===== src/hdl/preemptive_priority_scheduler_macros.svh =====
// Assertion macros shared by the scheduler RTL.
// Included by the top level, which checks its own logic; no other dependencies.
`ifndef PREEMPTIVE_PRIORITY_SCHEDULER_MACROS_SVH
`define PREEMPTIVE_PRIORITY_SCHEDULER_MACROS_SVH

// Same-cycle implication, disabled while reset is asserted.
`define PPS_ASSERT_IMP(label, clk, rstn, ante, cons, msg) \
  label: assert property (@(posedge clk) disable iff (!(rstn)) (ante) |-> (cons)) \
    else $error(msg);

// Next-cycle implication, disabled while reset is asserted.
`define PPS_ASSERT_NXT(label, clk, rstn, ante, cons, msg) \
  label: assert property (@(posedge clk) disable iff (!(rstn)) (ante) |=> (cons)) \
    else $error(msg);

// Invariant that holds at every edge out of reset.
`define PPS_ASSERT_ALWAYS(label, clk, rstn, cond, msg) \
  `PPS_ASSERT_IMP(label, clk, rstn, 1'b1, cond, msg)

`endif


===== src/hdl/pps_pkg.sv =====
// Shared types and constants of the preemptive priority scheduler.
// No dependencies; used by the interfaces, the cell and the top level.
package pps_pkg;

  localparam int unsigned ID_W   = 8;
  localparam int unsigned TIME_W = 16;
  localparam int unsigned PRIO_W = 8;

  typedef enum logic {
    OP_LOAD = 1'b0,
    OP_TICK = 1'b1
  } op_e;

  // Process entry as written into one cell
  typedef struct packed {
    logic [ID_W-1:0]   id;
    logic [TIME_W-1:0] arrival;
    logic [TIME_W-1:0] burst;
    logic [PRIO_W-1:0] prio;
  } entry_t;

  // Broadcast control from the sequencer to every cell
  typedef struct packed {
    logic              load;
    logic              apply;
    logic [TIME_W-1:0] now;
    entry_t            entry;
  } cell_ctrl_t;

  // Best-candidate token that ripples down the cell row
  typedef struct packed {
    logic              valid;
    logic              found;
    logic [PRIO_W-1:0] prio;
    logic [ID_W-1:0]   id;
    logic [TIME_W-1:0] arrival;
    logic [TIME_W-1:0] burst;
    logic              rem_one;
  } token_t;

endpackage


===== src/hdl/pps_if.sv =====
// Valid/ready channel interfaces for the scheduler input and result beats.
// Depends on pps_pkg for field widths.
interface pps_in_if;
  logic                        valid;
  logic                        ready;
  logic                        op;
  logic [pps_pkg::ID_W-1:0]    proc_id;
  logic [pps_pkg::TIME_W-1:0]  arrival;
  logic [pps_pkg::TIME_W-1:0]  burst;
  logic [pps_pkg::PRIO_W-1:0]  prio;

  modport source (output valid, op, proc_id, arrival, burst, prio, input ready);
  modport sink   (input valid, op, proc_id, arrival, burst, prio, output ready);
endinterface

interface pps_out_if;
  logic                        valid;
  logic                        ready;
  logic [pps_pkg::TIME_W-1:0]  tick_end;
  logic                        idle;
  logic [pps_pkg::ID_W-1:0]    run_id;
  logic                        finished;
  logic [pps_pkg::TIME_W-1:0]  wait_time;
  logic [pps_pkg::TIME_W-1:0]  turnaround;
  logic                        all_done;

  modport source (output valid, tick_end, idle, run_id, finished, wait_time, turnaround,
                  all_done, input ready);
  modport sink   (input valid, tick_end, idle, run_id, finished, wait_time, turnaround,
                  all_done, output ready);
endinterface


===== src/hdl/pps_cell.sv =====
// One table slot of the scheduler: holds a process entry and compares it
// against the candidate token passing by. Depends on pps_pkg.
module pps_cell #(
  parameter int unsigned CNT_W    = 5,
  parameter int unsigned IDX_W    = 4,
  parameter int unsigned CELL_IDX = 0
) (
  input  logic                clk_i,
  input  logic                rst_ni,
  input  pps_pkg::cell_ctrl_t ctrl_i,
  input  logic [CNT_W-1:0]    loaded_i,
  input  logic [IDX_W-1:0]    load_idx_i,
  input  logic [IDX_W-1:0]    win_idx_i,
  input  pps_pkg::token_t     tok_i,
  input  logic [IDX_W-1:0]    tok_idx_i,
  output pps_pkg::token_t     tok_o,
  output logic [IDX_W-1:0]    tok_idx_o
);
  import pps_pkg::*;

  logic [ID_W-1:0]   id_q;
  logic [TIME_W-1:0] arr_q;
  logic [TIME_W-1:0] burst_q;
  logic [PRIO_W-1:0] prio_q;
  logic [TIME_W-1:0] rem_q;
  logic              tok_valid_q;
  token_t            tok_q, tok_d;
  logic [IDX_W-1:0]  tok_idx_q, tok_idx_d;
  logic              elig, take, mine_load, mine_apply;

  assign mine_load  = ctrl_i.load  && (load_idx_i == IDX_W'(CELL_IDX));
  assign mine_apply = ctrl_i.apply && (win_idx_i  == IDX_W'(CELL_IDX));

  assign elig = (loaded_i > CNT_W'(CELL_IDX)) && (arr_q <= ctrl_i.now) && (rem_q != '0);
  // strict compare keeps the earlier slot on a tie
  assign take = elig && (!tok_i.found || (prio_q < tok_i.prio));

  always_comb begin
    tok_d     = tok_i;
    tok_idx_d = tok_idx_i;
    if (take) begin
      tok_d.found   = 1'b1;
      tok_d.prio    = prio_q;
      tok_d.id      = id_q;
      tok_d.arrival = arr_q;
      tok_d.burst   = burst_q;
      tok_d.rem_one = (rem_q == TIME_W'(1));
      tok_idx_d     = IDX_W'(CELL_IDX);
    end
  end

  always_ff @(posedge clk_i) begin
    if (mine_load) begin
      id_q    <= ctrl_i.entry.id;
      arr_q   <= ctrl_i.entry.arrival;
      burst_q <= ctrl_i.entry.burst;
      prio_q  <= ctrl_i.entry.prio;
      rem_q   <= ctrl_i.entry.burst;
    end else if (mine_apply) begin
      rem_q   <= rem_q - TIME_W'(1);
    end
    tok_q     <= tok_d;
    tok_idx_q <= tok_idx_d;
  end

  always_ff @(posedge clk_i or negedge rst_ni) begin
    if (!rst_ni) begin
      tok_valid_q <= 1'b0;
    end else begin
      tok_valid_q <= tok_i.valid;
    end
  end

  always_comb begin
    tok_o       = tok_q;
    tok_o.valid = tok_valid_q;
  end
  assign tok_idx_o = tok_idx_q;

endmodule


===== src/hdl/preemptive_priority_scheduler.sv =====
// Preemptive priority scheduler.
// Input channel in_i: a load beat (op = load) appends a process entry to the
// table; it is dropped when all MAX_PROCS slots are taken. A tick beat
// (op = tick) runs the arrived, unfinished entry of lowest priority value
// (lowest slot on a tie) for one time unit and yields one result beat on
// out_o; a load beat yields none.
// Each slot is a cell in a row. A tick sends a candidate token down the row,
// one cell per cycle through a register in each cell; the winner is latched
// when the token leaves the row, and the result state then decrements it and
// writes the result register once it is free. The result beat becomes valid
// and in_i.ready rises in that same cycle, so a tick is accepted only after
// the result of the last one is written. A load beat writes its cell on accept.
// The result sits in an output register: a stalled receiver does not stop
// loads, and a following tick finishes its search and waits only for the
// register to drain.
// Reset empties the table and clears the time count; no clearing pass is needed.
// Depends on pps_pkg, pps_if, pps_cell and the assertion macro header.
module preemptive_priority_scheduler #(
  parameter int unsigned MAX_PROCS = 16
) (
  input  logic      clk_i,
  input  logic      rst_ni,
  pps_in_if.sink    in_i,
  pps_out_if.source out_o
);
  import pps_pkg::*;
  `include "preemptive_priority_scheduler_macros.svh"

  localparam int unsigned CNT_W = $clog2(MAX_PROCS + 1);
  localparam int unsigned IDX_W = $clog2(MAX_PROCS);

  typedef enum logic [1:0] {
    ST_IDLE,
    ST_SCAN,
    ST_RESULT
  } state_e;

  state_e            state_q;
  logic [CNT_W-1:0]  loaded_q, done_q, done_d;
  logic [TIME_W-1:0] now_q, tick_end;
  token_t            win_q;
  logic [IDX_W-1:0]  win_idx_q;

  logic              out_valid_q;
  logic [TIME_W-1:0] out_tick_end_q, out_wait_q, out_tat_q;
  logic              out_idle_q, out_fin_q, out_all_done_q;
  logic [ID_W-1:0]   out_run_id_q;

  logic              in_acc, load_acc, tick_acc, full, out_free, commit, fin;
  logic [TIME_W-1:0] tat, wt;
  cell_ctrl_t        ctrl;

  token_t           tok   [MAX_PROCS+1];
  logic [IDX_W-1:0] tok_ix[MAX_PROCS+1];

  assign in_i.ready = (state_q == ST_IDLE);
  assign in_acc     = in_i.valid && in_i.ready;
  assign full       = (loaded_q == CNT_W'(MAX_PROCS));
  assign load_acc   = in_acc && (in_i.op == OP_LOAD) && !full;
  assign tick_acc   = in_acc && (in_i.op == OP_TICK);

  assign out_free = !out_valid_q || out_o.ready;
  assign commit   = (state_q == ST_RESULT) && out_free;

  assign ctrl.load          = load_acc;
  assign ctrl.apply         = commit && win_q.found;
  assign ctrl.now           = now_q;
  assign ctrl.entry.id      = in_i.proc_id;
  assign ctrl.entry.arrival = in_i.arrival;
  assign ctrl.entry.burst   = in_i.burst;
  assign ctrl.entry.prio    = in_i.prio;

  // Seed the row with an empty candidate on each tick beat
  assign tok[0]    = '{valid: tick_acc, default: '0};
  assign tok_ix[0] = '0;

  for (genvar g = 0; g < MAX_PROCS; g++) begin : g_cell
    pps_cell #(
      .CNT_W    (CNT_W),
      .IDX_W    (IDX_W),
      .CELL_IDX (g)
    ) u_cell (
      .clk_i      (clk_i),
      .rst_ni     (rst_ni),
      .ctrl_i     (ctrl),
      .loaded_i   (loaded_q),
      .load_idx_i (loaded_q[IDX_W-1:0]),
      .win_idx_i  (win_idx_q),
      .tok_i      (tok[g]),
      .tok_idx_i  (tok_ix[g]),
      .tok_o      (tok[g+1]),
      .tok_idx_o  (tok_ix[g+1])
    );
  end

  assign tick_end = now_q + TIME_W'(1);
  assign fin      = win_q.found && win_q.rem_one;
  assign tat      = fin ? (tick_end - win_q.arrival) : '0;
  assign wt       = fin ? (tick_end - win_q.arrival - win_q.burst) : '0;
  assign done_d   = done_q + CNT_W'(fin);

  always_ff @(posedge clk_i) begin
    if ((state_q == ST_SCAN) && tok[MAX_PROCS].valid) begin
      win_q     <= tok[MAX_PROCS];
      win_idx_q <= tok_ix[MAX_PROCS];
    end
  end

  always_ff @(posedge clk_i or negedge rst_ni) begin
    if (!rst_ni) begin
      state_q        <= ST_IDLE;
      loaded_q       <= '0;
      done_q         <= '0;
      now_q          <= '0;
      out_valid_q    <= 1'b0;
      out_tick_end_q <= '0;
      out_idle_q     <= 1'b0;
      out_run_id_q   <= '0;
      out_fin_q      <= 1'b0;
      out_wait_q     <= '0;
      out_tat_q      <= '0;
      out_all_done_q <= 1'b0;
    end else begin
      if (commit) begin
        out_valid_q <= 1'b1;
      end else if (out_o.ready) begin
        out_valid_q <= 1'b0;
      end
      case (state_q)
        ST_IDLE: begin
          if (load_acc) begin
            loaded_q <= loaded_q + CNT_W'(1);
            // a zero burst counts as finished at once
            if (in_i.burst == '0) begin
              done_q <= done_q + CNT_W'(1);
            end
          end
          if (tick_acc) begin
            state_q <= ST_SCAN;
          end
        end
        ST_SCAN: begin
          if (tok[MAX_PROCS].valid) begin
            state_q <= ST_RESULT;
          end
        end
        ST_RESULT: begin
          if (commit) begin
            out_tick_end_q <= tick_end;
            out_idle_q     <= !win_q.found;
            out_run_id_q   <= win_q.found ? win_q.id : '0;
            out_fin_q      <= fin;
            out_wait_q     <= wt;
            out_tat_q      <= tat;
            out_all_done_q <= (done_d == loaded_q);
            done_q         <= done_d;
            now_q          <= tick_end;
            state_q        <= ST_IDLE;
          end
        end
        default: begin
          state_q <= ST_IDLE;
        end
      endcase
    end
  end

  assign out_o.valid      = out_valid_q;
  assign out_o.tick_end   = out_tick_end_q;
  assign out_o.idle       = out_idle_q;
  assign out_o.run_id     = out_run_id_q;
  assign out_o.finished   = out_fin_q;
  assign out_o.wait_time  = out_wait_q;
  assign out_o.turnaround = out_tat_q;
  assign out_o.all_done   = out_all_done_q;

  `PPS_ASSERT_ALWAYS(a_done_le_loaded, clk_i, rst_ni, done_q <= loaded_q,
    "more entries finished than loaded")
  `PPS_ASSERT_ALWAYS(a_loaded_le_max, clk_i, rst_ni, loaded_q <= CNT_W'(MAX_PROCS),
    "table fill count beyond capacity")
  `PPS_ASSERT_IMP(a_token_in_scan, clk_i, rst_ni, tok[MAX_PROCS].valid, state_q == ST_SCAN,
    "search token left the row outside a scan")
  `PPS_ASSERT_NXT(a_commit_beat, clk_i, rst_ni, commit, out_valid_q && (now_q == $past(tick_end)),
    "result beat not written with the advanced time")
  `PPS_ASSERT_IMP(a_finish_runs, clk_i, rst_ni, out_valid_q && out_fin_q, !out_idle_q,
    "idle tick reported a finished process")

endmodule

===== src/flat_wrapper.sv =====
// flat-port wrapper written by rule: the top's interface ports become plain ports
module preemptive_priority_scheduler_flat import pps_pkg::*;
#(
  parameter int unsigned MAX_PROCS = 16
)
  (clk_i, rst_ni, in_i_valid, in_i_op, in_i_proc_id, in_i_arrival, in_i_burst, in_i_prio, in_i_ready, out_o_valid, out_o_tick_end, out_o_idle, out_o_run_id, out_o_finished, out_o_wait_time, out_o_turnaround, out_o_all_done, out_o_ready);
  pps_in_if in_i_i ();
  pps_out_if out_o_i ();
  input  logic clk_i;
  input  logic rst_ni;
  input wire logic [$bits(in_i_i.valid)-1:0] in_i_valid;
  input wire logic [$bits(in_i_i.op)-1:0] in_i_op;
  input wire logic [$bits(in_i_i.proc_id)-1:0] in_i_proc_id;
  input wire logic [$bits(in_i_i.arrival)-1:0] in_i_arrival;
  input wire logic [$bits(in_i_i.burst)-1:0] in_i_burst;
  input wire logic [$bits(in_i_i.prio)-1:0] in_i_prio;
  output wire logic [$bits(in_i_i.ready)-1:0] in_i_ready;
  output wire logic [$bits(out_o_i.valid)-1:0] out_o_valid;
  output wire logic [$bits(out_o_i.tick_end)-1:0] out_o_tick_end;
  output wire logic [$bits(out_o_i.idle)-1:0] out_o_idle;
  output wire logic [$bits(out_o_i.run_id)-1:0] out_o_run_id;
  output wire logic [$bits(out_o_i.finished)-1:0] out_o_finished;
  output wire logic [$bits(out_o_i.wait_time)-1:0] out_o_wait_time;
  output wire logic [$bits(out_o_i.turnaround)-1:0] out_o_turnaround;
  output wire logic [$bits(out_o_i.all_done)-1:0] out_o_all_done;
  input wire logic [$bits(out_o_i.ready)-1:0] out_o_ready;
  assign in_i_i.valid = in_i_valid;
  assign in_i_i.op = in_i_op;
  assign in_i_i.proc_id = in_i_proc_id;
  assign in_i_i.arrival = in_i_arrival;
  assign in_i_i.burst = in_i_burst;
  assign in_i_i.prio = in_i_prio;
  assign in_i_ready = in_i_i.ready;
  assign out_o_valid = out_o_i.valid;
  assign out_o_tick_end = out_o_i.tick_end;
  assign out_o_idle = out_o_i.idle;
  assign out_o_run_id = out_o_i.run_id;
  assign out_o_finished = out_o_i.finished;
  assign out_o_wait_time = out_o_i.wait_time;
  assign out_o_turnaround = out_o_i.turnaround;
  assign out_o_all_done = out_o_i.all_done;
  assign out_o_i.ready = out_o_ready;
  preemptive_priority_scheduler #(.MAX_PROCS(MAX_PROCS)) u_core (.clk_i(clk_i), .rst_ni(rst_ni), .in_i(in_i_i), .out_o(out_o_i));
endmodule

===== config.mk =====
export PLATFORM = sky130hd
export DESIGN_NAME = preemptive_priority_scheduler_flat
export DESIGN_NICKNAME = d
export VERILOG_FILES = /design/src/hdl/pps_pkg.sv /design/src/hdl/pps_if.sv /design/src/hdl/pps_cell.sv /design/src/hdl/preemptive_priority_scheduler.sv /design/src/flat_wrapper.sv
export VERILOG_INCLUDE_DIRS = /design/src /design/src/hdl
export SDC_FILE = /design/constraint.sdc
export NUM_CORES = 2
export LEC_CHECK = 0
export ABC_AREA = 1
export BUFFER_PORTS_ARGS = -buffer_cell sky130_fd_sc_hd__buf_2
export CAP_MARGIN = 20
export CORE_MARGIN = 8
export CORE_UTILIZATION = 64
export DETAILED_ROUTE_END_ITERATION = 8
export GPL_TIMING_DRIVEN = 0
export PLACE_DENSITY = 0.79
export SYNTH_ARGS = -nofsm -noshare
export SYNTH_HDL_FRONTEND = slang
export SYNTH_SLANG_ARGS = --single-unit

===== constraint.sdc =====
create_clock -name clk_i -period 11.4 [get_ports clk_i]
set_clock_uncertainty 0.05 [all_clocks]
set_input_delay 1.14 -clock clk_i [delete_from_list [all_inputs] [get_ports clk_i]]
set_output_delay 1.14 -clock clk_i [all_outputs]
set_load 0.005 [all_outputs]

==> flow_metrics.tcl <==
set metrics [dict create \
    coreArea_um2 127000 \
    path_class "reg2reg" \
    clk_latency_ns 0.80 \
    crit_required_ns 12.07 \
    rsz0062_at_grt "no" \
    drv_slew 0 \
    synth_seq_area_share 0.625 \
    timing.final.crit_share 0.436 \
    ys_seq_elements 1999 \
    outcome "finished, final reports clean" \
    drtAntennaViolNets 0 \
    nets 8789 \
    start_util 0.643 \
    fmax_mhz 201 \
    setup_violations 0 \
    drive_above_1_share 0.0866 \
    cts_buffers 191 \
    fillCellCount 8697 \
    crit_path_end_kind "flip-flop" \
    clk_pin_slew_ns 0.06 \
    die_h_um 374 \
    place_hpwl_mm 143 \
    wl_per_cell_um 19.3 \
    async_flop_share 0.0440 \
    vias 56300 \
    drc 0 \
    gp_congestion 0.961 \
    irDropWorstVdd_v 0.000187 \
    min_path_type "in2async" \
    crit_arrival_ns 5.65 \
    grt_overflow_total 0 \
    area_delta_synth_final_pct 11.8 \
    avgSynthCellArea_um2 10.3 \
    ys_warn_count 0 \
    cts_tree "yes" \
    synthCells 7958 \
    ys_types 64 \
    grt_pass1_wl_mm 302 \
    worstSetupStartpointType "flip-flop" \
    tightest_slew_ns 1.25 \
    cts.sinks 1999 \
    via_per_inst 5.55 \
    post_cts_buffers 0 \
    netlist_area_um2 81900 \
    drt-initial-drc-count 5187 \
    ioPinCount 114 \
    worstPathMaxFanout 19 \
    portBuffers 113 \
    grt_antenna_before_repair 2 \
    clock_path_buffers 3 \
    relSlewSlack 0.169 \
    dieArea_um2 140000 \
    chipWidth_um 374 \
    synth_edf_count 1070 \
    cts_resized 0 \
    fin_crit_ns 4.98 \
    fin_util 0.719 \
    track_usage 0.273 \
    p_leak_nw 39.7 \
    ctsHoldBuffers 0 \
    setup_tns_ns 0 \
    htreeDepth 4 \
    finalHoldViolCount 0 \
    grt_max_degree 58 \
    syn_nets 8445 \
    drt-pass1-iter-count 8 \
    grt_pass1_vias 55700 \
    reg2reg_depth 23 \
    maxCapViolCount 0 \
    synth-main-ff-cell "edfxtp_1" \
    num_rows 131 \
    power_density_nw_per_um2 255 \
    drt_wl_total_mm 195 \
    cts_root_buffer "clkbuf_16" \
]
sequential cells by signal, summed over array words and instances (netlist names), 42 cells and up:
signal                          count
u_core.g_cell.u_cell.arr_q        256
u_core.g_cell.u_cell.burst_q      256
u_core.g_cell.u_cell.id_q         128
u_core.g_cell.u_cell.prio_q       128
u_core.g_cell.u_cell.rem_q        256
u_core.g_cell.u_cell.tok_idx_o     49
u_core.g_cell.u_cell.tok_o        792
u_core.win_q                       42
logic make-up (layout without fill, tap and decap cells):
kind of cell	count (synthesis)	in the layout	synth area share
AO/OA/AOI/OAI	1224	1224	0.0793
AND/OR/NAND/NOR	2836	2836	0.147
buffers and inverters	1292	1802	0.0644
XOR/XNOR	173	173	0.0185
flip-flops	1999	1999	0.625
other	0	1	0
adder cells (fa/ha/maj)	434	434	0.0665
cell usage after synthesis, types with 122 or more instances:
| library cell | count | area share |
|---|---|---|
| nand3_1 | 129 | 0.0079 |
| nand2_1 | 1854 | 0.085 |
| buf_2 | 125 | 0.0076 |
| a21oi_1 | 261 | 0.016 |
| inv_1 | 985 | 0.045 |
| xor2_1 | 122 | 0.013 |
| dfxtp_1 | 841 | 0.21 |
| nor2_1 | 416 | 0.019 |
| o21ai_0 | 705 | 0.043 |
| ha_1 | 432 | 0.066 |
| edfxtp_1 | 1070 | 0.39 |
| nand4_1 | 255 | 0.019 |
path summary, 6_finish.rpt:
path	start	endpoint	slack, ns
worst min-delay path	rst_ni	u_core.out_o.turnaround[10]	0.27
worst min register to register	u_core.g_cell[6].u_cell.tok_valid_q	u_core.g_cell[7].u_cell.tok_valid_q	0.29
worst max-delay path	u_core.now_q[3]	u_core.out_o.wait_time[15]	6.42
worst max register to register	u_core.now_q[3]	u_core.out_o.wait_time[15]	6.42
min in group clk_i	u_core.g_cell[6].u_cell.tok_valid_q	u_core.g_cell[7].u_cell.tok_valid_q	0.29
max in group asynchronous	rst_ni	u_core.out_o.run_id[6]	10.34
metal layers:
metal / track usage / routed length [µm] / share of wire
met5: 0 / 34 / 0.00017
met4: 0.142 / 11000 / 0.056
met3: 0.0409 / 13600 / 0.070
met2: 0.463 / 93000 / 0.48
met1: 0.342 / 77700 / 0.40
layout make-up:
type                       count  area [µm²]  area share
buffer                       274        1450      0.0158
sequential                  1999       51200       0.559
timing repair buffer         151        1140      0.0125
antenna                        1        2.50   0.0000273
clock inverter                67         801     0.00874
tap                         1662        2080      0.0227
inverter                    1018        3830      0.0418
multi-input combinational   4667       25500       0.278
clock buffer                 292        5650      0.0616
cells in the final DEF, fill, tap and decap left out, drive strengths merged, types with 3 or more instances in the layout:
cell type	n
a21oi	266
o21bai	10
bufinv	14
nor3	73
a31oi	57
or3	6
nand2	1859
a21o	4
clkbuf	377
o31ai	10
edfxtp	1070
xnor2	51
a211oi	4
o21ai	807
clkinv	43
o21a	36
ha	432
xor2	122
inv	1026
dfrtp	88
or2	28
nor4	24
nor2	442
nand3b	7
nand4	255
nand3	137
o41ai	3
buf	340
a22o	14
dfxtp	841
where the power goes:
| group | total, W | switching [W] | internal (W) | leakage (nW) |
|---|---|---|---|---|
| Sequential | 0.00992 | 0.000589 | 0.00933 | 17.8 |
| Clock | 0.00638 | 0.00264 | 0.00374 | 3.17 |
| Combinational | 0.00705 | 0.00478 | 0.00227 | 18.7 |
| Total | 0.0234 | 0.00801 | 0.0153 | 39.7 |
stage by stage:
step           instances  hold slack (ns)  total power, W  worst slack, ns  instance area (µm²)
2_1_floorplan       7958            0.281          0.0146             7.39                81900
3_3_place_gp        9733            0.284          0.0166             5.90                84500
3_5_place_dp        9763            0.285          0.0169             5.84                85000
4_1_cts            10100            0.235          0.0234             5.79                91400
5_1_grt            10100            0.276          0.0247             6.01                91600
6_report           10100            0.274          0.0234             6.42                91600
worst max-delay path, cell delays in order (launching register included):
cell and delay [ns]:
dfrtp_1 0.42, inv_1 0.78, o21ai_0 0.21, nand2_1 0.14, inv_1 0.05, ha_1 0.36, nand2_1 0.09, nand2_1 0.07
a21oi_1 0.12, nand2_1 0.15, a21oi_1 0.24, o21ai_0 0.15, xor2_1 0.51, inv_1 0.14, ha_1 0.40, nand2_1 0.10
nor3_1 0.20, and2_1 0.16, nand2_1 0.05, nand3_1 0.16, inv_1 0.06, nand3_1 0.07, nand3_1 0.11, nand2_1 0.10
(Power assumes the default switching activity.)
